### src/rtl/utf_pkg.sv
// Shared types and helpers for the UTF-16 to UTF-8 transcoder.
// No dependencies; every other file imports this package.
`default_nettype none

package utf_pkg;

  // Queue depth between front and back parts
  localparam int unsigned QueueDepthDefault = 4;

  // Surrogate ranges (upper six bits of the code unit)
  localparam logic [5:0] HighSurPrefix = 6'b110110;
  localparam logic [5:0] LowSurPrefix  = 6'b110111;

  // Longest byte run caused by one item: held high surrogate plus one unit
  localparam int unsigned MaxBytes = 6;

  typedef struct packed {
    logic [15:0] code_unit;
    logic        last_unit;
  } in_item_t;

  typedef struct packed {
    logic [7:0] utf8_byte;
    logic       run_last;
    logic       string_end;
    logic       no_byte;
  } out_item_t;

  // Classified work for the back part: an optional unpaired high surrogate,
  // then an optional code point. Neither set means an end-of-string marker.
  typedef struct packed {
    logic        a_valid;
    logic [9:0]  a_bits;
    logic        b_valid;
    logic [20:0] b_code;
    logic        last;
  } job_t;

  typedef struct packed {
    logic [3:0][7:0] bytes;
    logic [2:0]      len;
  } enc_t;

  // Encode one code point into 1 to 4 UTF-8 bytes, byte 0 first
  function automatic enc_t encode(input logic [20:0] code);
    enc_t e;
    e.bytes = '0;
    if (code[20:7] == 14'd0) begin
      e.len      = 3'd1;
      e.bytes[0] = {1'b0, code[6:0]};
    end else if (code[20:11] == 10'd0) begin
      e.len      = 3'd2;
      e.bytes[0] = {3'b110, code[10:6]};
      e.bytes[1] = {2'b10, code[5:0]};
    end else if (code[20:16] == 5'd0) begin
      e.len      = 3'd3;
      e.bytes[0] = {4'b1110, code[15:12]};
      e.bytes[1] = {2'b10, code[11:6]};
      e.bytes[2] = {2'b10, code[5:0]};
    end else begin
      e.len      = 3'd4;
      e.bytes[0] = {5'b11110, code[20:18]};
      e.bytes[1] = {2'b10, code[17:12]};
      e.bytes[2] = {2'b10, code[11:6]};
      e.bytes[3] = {2'b10, code[5:0]};
    end
    return e;
  endfunction

endpackage

`default_nettype wire

### src/rtl/utf_front.sv
// Front part: accepts code units, pairs surrogates, tracks string end.
// Depends on utf_pkg; feeds classified jobs into utf_queue.
`default_nettype none

module utf_front import utf_pkg::*; (
  input  wire logic     clk,
  input  wire logic     rst,
  input  wire in_item_t up_item,
  input  wire logic     up_valid,
  output logic          up_ready,
  output job_t          job,
  output logic          job_valid,
  input  wire logic     job_ready
);

  logic       high_pending;
  logic [9:0] high_bits;
  logic       terminated;

  logic       high_pending_next;
  logic [9:0] high_bits_next;
  logic       terminated_next;

  logic       accept;
  logic       is_low;
  logic       is_high;
  logic       pair;

  assign up_ready = job_ready;
  assign accept   = up_valid && up_ready;

  assign is_low  = (up_item.code_unit[15:10] == LowSurPrefix);
  assign is_high = (up_item.code_unit[15:10] == HighSurPrefix);
  assign pair    = high_pending && is_low;

  // Classify the unit against the held state
  always_comb begin
    job                = '0;
    job.last           = up_item.last_unit;
    high_pending_next  = high_pending;
    high_bits_next     = high_bits;
    terminated_next    = terminated;
    if (!terminated) begin
      job.a_valid       = high_pending && !pair;
      job.a_bits        = high_bits;
      high_pending_next = 1'b0;
      high_bits_next    = '0;
      if (pair) begin
        job.b_valid = 1'b1;
        job.b_code  = {(11'(high_bits) + 11'd64), up_item.code_unit[9:0]};
      end else if (up_item.code_unit == 16'd0) begin
        terminated_next = 1'b1;
      end else if (is_high && !up_item.last_unit) begin
        high_pending_next = 1'b1;
        high_bits_next    = up_item.code_unit[9:0];
      end else begin
        job.b_valid = 1'b1;
        job.b_code  = {5'd0, up_item.code_unit};
      end
    end
    // Last unit returns all state to reset
    if (up_item.last_unit) begin
      high_pending_next = 1'b0;
      high_bits_next    = '0;
      terminated_next   = 1'b0;
    end
  end

  // Push only units that cause results
  assign job_valid = up_valid && (job.a_valid || job.b_valid || up_item.last_unit);

  always_ff @(posedge clk) begin
    if (rst) begin
      high_pending <= 1'b0;
      high_bits    <= '0;
      terminated   <= 1'b0;
    end else if (accept) begin
      high_pending <= high_pending_next;
      high_bits    <= high_bits_next;
      terminated   <= terminated_next;
    end
  end

endmodule

`default_nettype wire

### src/rtl/utf_queue.sv
// Small job queue that decouples the front and back parts.
// Depends on utf_pkg for the job type.
`default_nettype none

module utf_queue import utf_pkg::*; #(
  parameter int unsigned DEPTH = QueueDepthDefault
) (
  input  wire logic clk,
  input  wire logic rst,
  input  wire job_t wr_job,
  input  wire logic wr_valid,
  output logic      wr_ready,
  output job_t      rd_job,
  output logic      rd_valid,
  input  wire logic rd_ready
);

  localparam int unsigned PtrW = (DEPTH > 1) ? $clog2(DEPTH) : 1;
  localparam int unsigned CntW = $clog2(DEPTH + 1);
  localparam logic [PtrW-1:0] LastPtr = PtrW'(DEPTH - 1);
  localparam logic [CntW-1:0] Full    = CntW'(DEPTH);

  job_t            slots [DEPTH];
  logic [PtrW-1:0] wr_ptr;
  logic [PtrW-1:0] rd_ptr;
  logic [CntW-1:0] count;
  logic            push;
  logic            pop;

  assign wr_ready = (count != Full);
  assign rd_valid = (count != '0);
  assign rd_job   = slots[rd_ptr];
  assign push     = wr_valid && wr_ready;
  assign pop      = rd_valid && rd_ready;

  // Store entries
  always_ff @(posedge clk) begin
    if (push) begin
      slots[wr_ptr] <= wr_job;
    end
  end

  // Advance pointers and fill count
  always_ff @(posedge clk) begin
    if (rst) begin
      wr_ptr <= '0;
      rd_ptr <= '0;
      count  <= '0;
    end else begin
      if (push) begin
        wr_ptr <= (wr_ptr == LastPtr) ? '0 : wr_ptr + 1'b1;
      end
      if (pop) begin
        rd_ptr <= (rd_ptr == LastPtr) ? '0 : rd_ptr + 1'b1;
      end
      if (push && !pop) begin
        count <= count + 1'b1;
      end else if (pop && !push) begin
        count <= count - 1'b1;
      end
    end
  end

endmodule

`default_nettype wire

### src/rtl/utf_back.sv
// Back part: expands a job into UTF-8 bytes, one item per cycle while the output is not stalled.
// Depends on utf_pkg; drains utf_queue and drives the output register.
`default_nettype none

module utf_back import utf_pkg::*; (
  input  wire logic  clk,
  input  wire logic  rst,
  input  wire job_t  job,
  input  wire logic  job_valid,
  output logic       job_ready,
  output out_item_t  dn_item,
  output logic       dn_valid,
  input  wire logic  dn_ready
);

  logic            cur_valid;
  logic [7:0]      cur_bytes [MaxBytes];
  logic [2:0]      cur_count;
  logic [2:0]      cur_idx;
  logic            cur_last;
  logic            cur_marker;

  logic [7:0]      load_bytes [MaxBytes];
  logic [2:0]      load_count;
  enc_t            enc_a;
  enc_t            enc_b;
  logic            emit;
  logic            fin;
  logic            load;

  assign emit      = cur_valid && (!dn_valid || dn_ready);
  assign fin       = emit && (cur_idx == cur_count - 3'd1);
  assign load      = job_valid && (!cur_valid || fin);
  assign job_ready = !cur_valid || fin;

  assign enc_a = encode({5'd0, HighSurPrefix, job.a_bits});
  assign enc_b = encode(job.b_code);

  // Lay out the byte run of the queue head
  always_comb begin
    for (int i = 0; i < MaxBytes; i++) begin
      load_bytes[i] = '0;
    end
    if (job.a_valid) begin
      for (int i = 0; i < 3; i++) begin
        load_bytes[i]     = enc_a.bytes[i];
        load_bytes[i + 3] = enc_b.bytes[i];
      end
      load_count = job.b_valid ? (3'd3 + enc_b.len) : 3'd3;
    end else if (job.b_valid) begin
      for (int i = 0; i < 4; i++) begin
        load_bytes[i] = enc_b.bytes[i];
      end
      load_count = enc_b.len;
    end else begin
      load_count = 3'd1;
    end
  end

  // Hold the current job and step through its bytes
  always_ff @(posedge clk) begin
    if (rst) begin
      cur_valid <= 1'b0;
      cur_idx   <= '0;
    end else if (load) begin
      cur_valid <= 1'b1;
      cur_idx   <= '0;
    end else if (fin) begin
      cur_valid <= 1'b0;
      cur_idx   <= '0;
    end else if (emit) begin
      cur_idx <= cur_idx + 3'd1;
    end
  end

  always_ff @(posedge clk) begin
    if (load) begin
      cur_bytes  <= load_bytes;
      cur_count  <= load_count;
      cur_last   <= job.last;
      cur_marker <= !job.a_valid && !job.b_valid;
    end
  end

  // Output register
  always_ff @(posedge clk) begin
    if (rst) begin
      dn_valid <= 1'b0;
    end else if (emit) begin
      dn_valid <= 1'b1;
    end else if (dn_ready) begin
      dn_valid <= 1'b0;
    end
  end

  always_ff @(posedge clk) begin
    if (emit) begin
      dn_item.utf8_byte  <= cur_marker ? 8'd0 : cur_bytes[cur_idx];
      dn_item.run_last   <= (cur_idx == cur_count - 3'd1);
      dn_item.string_end <= (cur_idx == cur_count - 3'd1) && cur_last;
      dn_item.no_byte    <= cur_marker;
    end
  end

endmodule

`default_nettype wire

### src/rtl/utf16_to_utf8_transcoder.sv
// UTF-16 to UTF-8 transcoder, top level: front, job queue, back.
// Path: job queue, then the back part's job register, then the output register.
// Throughput: one byte per cycle at the output register while dn_ready allows; a unit
// yields 0 to 6 bytes, and a last unit that yields none gives one marker item.
// Reset: synchronous active-high rst clears surrogate, string and queue state.
// Depends on utf_pkg, utf_front, utf_queue, utf_back.
`default_nettype none

module utf16_to_utf8_transcoder import utf_pkg::*; #(
  parameter int unsigned QUEUE_DEPTH = QueueDepthDefault
) (
  input  wire logic     clk,
  input  wire logic     rst,
  input  wire in_item_t up_item,
  input  wire logic     up_valid,
  output logic          up_ready,
  output out_item_t     dn_item,
  output logic          dn_valid,
  input  wire logic     dn_ready
);

  job_t f_job;
  logic f_valid;
  logic f_ready;
  job_t b_job;
  logic b_valid;
  logic b_ready;

  utf_front u_front (
    .clk       (clk),
    .rst       (rst),
    .up_item   (up_item),
    .up_valid  (up_valid),
    .up_ready  (up_ready),
    .job       (f_job),
    .job_valid (f_valid),
    .job_ready (f_ready)
  );

  utf_queue #(
    .DEPTH (QUEUE_DEPTH)
  ) u_queue (
    .clk      (clk),
    .rst      (rst),
    .wr_job   (f_job),
    .wr_valid (f_valid),
    .wr_ready (f_ready),
    .rd_job   (b_job),
    .rd_valid (b_valid),
    .rd_ready (b_ready)
  );

  utf_back u_back (
    .clk       (clk),
    .rst       (rst),
    .job       (b_job),
    .job_valid (b_valid),
    .job_ready (b_ready),
    .dn_item   (dn_item),
    .dn_valid  (dn_valid),
    .dn_ready  (dn_ready)
  );

endmodule

`default_nettype wire

### config.mk
export PLATFORM = sky130hd
export DESIGN_NAME = utf16_to_utf8_transcoder
export DESIGN_NICKNAME = d
export VERILOG_FILES = /design/src/rtl/utf_pkg.sv /design/src/rtl/utf_front.sv /design/src/rtl/utf_queue.sv /design/src/rtl/utf_back.sv /design/src/rtl/utf16_to_utf8_transcoder.sv
export SDC_FILE = /design/constraint.sdc
export NUM_CORES = 1
export LEC_CHECK = 0
export ABC_AREA = 0
export BUFFER_PORTS_ARGS = -buffer_cell sky130_fd_sc_hd__buf_4
export CAP_MARGIN = 20
export CORE_ASPECT_RATIO = 1.75
export CORE_MARGIN = 3
export CORE_UTILIZATION = 40
export CTS_CLUSTER_DIAMETER = 120
export CTS_CLUSTER_SIZE = 8
export DETAILED_ROUTE_END_ITERATION = 10
export SYNTH_ARGS = -nofsm -noshare
export SYNTH_HDL_FRONTEND = slang
export SYNTH_SLANG_ARGS = --single-unit
### constraint.sdc
create_clock -name clk -period 9 [get_ports clk]
set_clock_uncertainty 0.1 [all_clocks]
set_input_delay 2.25 -clock clk [delete_from_list [all_inputs] [get_ports clk]]
set_output_delay 2.25 -clock clk [all_outputs]
set_load 0.01 [all_outputs]
==> reports/results.txt <==
Outcome -> complete, no violations
Pin count of the biggest net entering global routing -> 49
HPWL after detailed placement -> 13990 um
Final RePlAce weighted congestion -> 0.9108
Worst Tran Pin Value -> 839.6 ps
Count of cells along the worst hold path -> 2
Num Clock Sinks -> 221
Clk slew on worst S/H paths -> 50 ps
Fraction of power consumed by combinational cells -> 0.288
Async S/R FF share, synth -> 0
Post-Synthesis Net Count -> 633
Initial Util -> 0.4105
Worst hold path type -> flop to flop
Area share of the largest cell type after synthesis -> 0.6222
Via density per instance -> 5.466
Critical path data required time -> 9360 ps
Worst slew margin -> 0.4382
R2R Setup Slk -> 5480 ps
Post-CTS setup repair buffer count -> 0
Clock latency on the worst-skew pair -> 530 ps
Final global-route overflow total -> 0
Capturing element type of the critical path -> flop
Detailed-route wire length -> 20180 um
Switching fraction of total power -> 0.3009
Total negative setup slack -> 0 ps
Number of hold violations in the final report -> 0
Most used cells in the layout excluding fill and tap cells -> sky130_fd_sc_hd__edfxtp_1 (195), sky130_fd_sc_hd__nor2_1 (66), sky130_fd_sc_hd__buf_4 (43)
Number of diodes added for antenna fixing -> 0
Clock network power share -> 0.293
CTS-repair resized insts -> 0
Clock buffer count from CTS -> 31
Number of antenna violations at the first check in global routing -> 0
Leakage power figure -> 3.598 nW
Placement row count -> 73
Path type of the worst setup path -> primary input to flop
Synthesized instance count -> 602
Maximum net fanout on the critical path -> 15
Drt wl/cell -> 20.69 um
Design internal power -> 0.002460 W
Worst-case vdd ir drop -> 155.9 uV
Total power divided by cell area -> 324.7 nW/um^2
Post-CTS Hold Fix Bufs -> 0
Number of levels the H-tree was split into -> 1
#FFs+latches synth -> 221
Seq/Total Area, Yosys -> 0.6775
Via count -> 5329
Die Width -> 122.0 um
Setup crit start kind -> primary input
Share of the clock period used by the worst path -> 0.4830
Post-layout minimum cycle time -> 4347 ps
Final number of setup-violating endpoints -> 0
Data arrival, critical path -> 4700 ps
Vert. Die Dim -> 208.9 um
Portion of total power attributed to sequential cells -> 0.419
Global-route wire length before repair -> 31950 um
Most area-consuming cells after synthesis -> sky130_fd_sc_hd__edfxtp_1 (62%), sky130_fd_sc_hd__mux4_2 (9.1%), sky130_fd_sc_hd__dfxtp_1 (5.5%), sky130_fd_sc_hd__nor2_1 (2.6%), sky130_fd_sc_hd__a22oi_1 (2.2%)
Max-cap violations -> 0
Overall global routing resource usage -> 0.1633
Post-synthesis average cell area -> 15.63 sq um
Post-synth design cell area -> 9412 sq um
Max-slew violation total from the final report -> 0
Iteration-0 DRC count of the detailed router -> 291
Total net switching power -> 0.001059 W
Final cell count without fillers -> 975
Number of enable-type register cells in the synthesized netlist -> 195
Total core area -> 22930 sq um
Root cell of the clock tree -> sky130_fd_sc_hd__clkbuf_16
Fraction of layout instances using a drive strength above 1 -> 0.2222
Remaining antenna violation count after routing -> 0
Post-route design area -> 10840 sq um
Distinct cell type count after synthesis -> 60
I/O pin total -> 34
DP Cell Count -> 919
Most common flop cell mapped by yosys -> sky130_fd_sc_hd__edfxtp_1
Layout net count -> 683
Number of warnings printed during yosys synthesis -> 0
Synth-to-Final Area Change -> 15.14%
Number of optimization iterations in the first detailed-route pass -> 5
Vias in the first global route -> 5631
Post-route DRC -> 0
TritonCTS clock tree -> done
Cell accounting for the most synthesized area -> sky130_fd_sc_hd__edfxtp_1
Cell area reported after detailed placement -> 9966 sq um
Fmax -> 0.2300 GHz
Unrepaired setup endpoints after global routing -> no
Most common library cell in the layout ignoring fill and taps -> sky130_fd_sc_hd__edfxtp_1
Number of cells on the worst reg-to-reg path -> 7
Count of input and output buffers -> 33
Total Die Area -> 25480 sq um
Maximum clock path buffer count -> 3
-- state kept, by name, indices dropped and copies added, names as in the netlist, 3 cells and up, named ones only --
name and cells:
u_back.cur_count 3, u_back.cur_idx 3, u_queue.count 3, u_front.high_bits 10, u_back.dn_item 11, u_back.cur_bytes 43, u_queue.slots 136
-- power by group through the flow --
stage                     logic, W  clock network, W  registers (W)
final                      0.00101           0.00103        0.00147
after global routing       0.00111           0.00110        0.00149
after CTS                  0.00103           0.00106        0.00148
after detailed placement   0.00103                 0        0.00150
after global placement     0.00101                 0        0.00148
after floorplan           0.000757                 0        0.00148
-- final cells by class --
class                   count  area [sq um]
inverters                  13         48.80
repair buffers             43         322.8
fillers                  1951         12090
clock inverters             1         5.005
clock buffers              55         865.8
multi-input cells         342          2841
flip-flops and latches    221          6377
well taps                 300         375.4
-- cells in the mapped netlist (5+ instances only) --
library cell	count
sky130_fd_sc_hd__mux4_2	38
sky130_fd_sc_hd__nor4_1	5
sky130_fd_sc_hd__edfxtp_1	195
sky130_fd_sc_hd__a21oi_1	19
sky130_fd_sc_hd__nor2_1	66
sky130_fd_sc_hd__mux2i_1	14
sky130_fd_sc_hd__ha_1	9
sky130_fd_sc_hd__clkbuf_1	13
sky130_fd_sc_hd__and2_1	19
sky130_fd_sc_hd__a22oi_1	28
sky130_fd_sc_hd__o21ai_2	9
sky130_fd_sc_hd__nor2b_1	11
sky130_fd_sc_hd__nand3_1	7
sky130_fd_sc_hd__dfxtp_1	26
sky130_fd_sc_hd__buf_2	7
sky130_fd_sc_hd__nand2_1	26
sky130_fd_sc_hd__a31oi_1	5
sky130_fd_sc_hd__o21ai_0	17
sky130_fd_sc_hd__inv_1	12
sky130_fd_sc_hd__xnor2_1	6
sky130_fd_sc_hd__mux2_2	13
-- final timing paths --
kind | to | from
setup / recovery | u_queue.count[2] | dn_ready
hold / removal | flop | u_queue.rd_ptr[0]
setup reg to reg | u_back.cur_bytes[37] | flop
hold reg to reg | flop | u_queue.rd_ptr[0]
-- worst max-delay path, cell delays in order --
cell	delay (ps)
sky130_fd_sc_hd__buf_4	100
sky130_fd_sc_hd__nand2b_1	150
sky130_fd_sc_hd__and2_1	400
sky130_fd_sc_hd__nand2_1	230
sky130_fd_sc_hd__a21o_1	250
sky130_fd_sc_hd__ha_1	210
sky130_fd_sc_hd__inv_1	70
sky130_fd_sc_hd__fa_1	430
sky130_fd_sc_hd__xor2_1	150
sky130_fd_sc_hd__or3_1	310
sky130_fd_sc_hd__a21oi_1	150
-- metrics by stage --
stage	hold WS [ps]	utilization	power [W]	setup WS, ps
final	403.8	0.4727	0.003519	4653
after global routing	441.4	0.4727	0.003710	4458
after CTS	409.6	0.4727	0.003566	4656
after detailed placement	394.7	0.4347	0.002522	4117
after global placement	384.1	0.4347	0.002487	4231
after floorplan	324.4	-	0.002236	4196
-- per-layer routing --
metal / vias up / track usage / wire length, um
li1: 2436 / - / -
met3: 59 / 0.01977 / 660
met2: 159 / 0.3113 / 11550
met5: - / 0 / 0
met1: 2675 / 0.1768 / 7194
met4: 0 / 0.07157 / 770
-- cell families (layout without fill, tap and decap cells) --
logic type,count (synthesis),count (layout),synth area share
buf+inv,39,112,0.02060
xor+xnor,10,10,0.01090
simple gates,159,159,0.08535
compound gates,98,98,0.07019
flops,221,221,0.6775
fa+ha+maj,10,10,0.01409
mux,65,65,0.1214
Note: power is estimated with default switching activity, not from simulation.
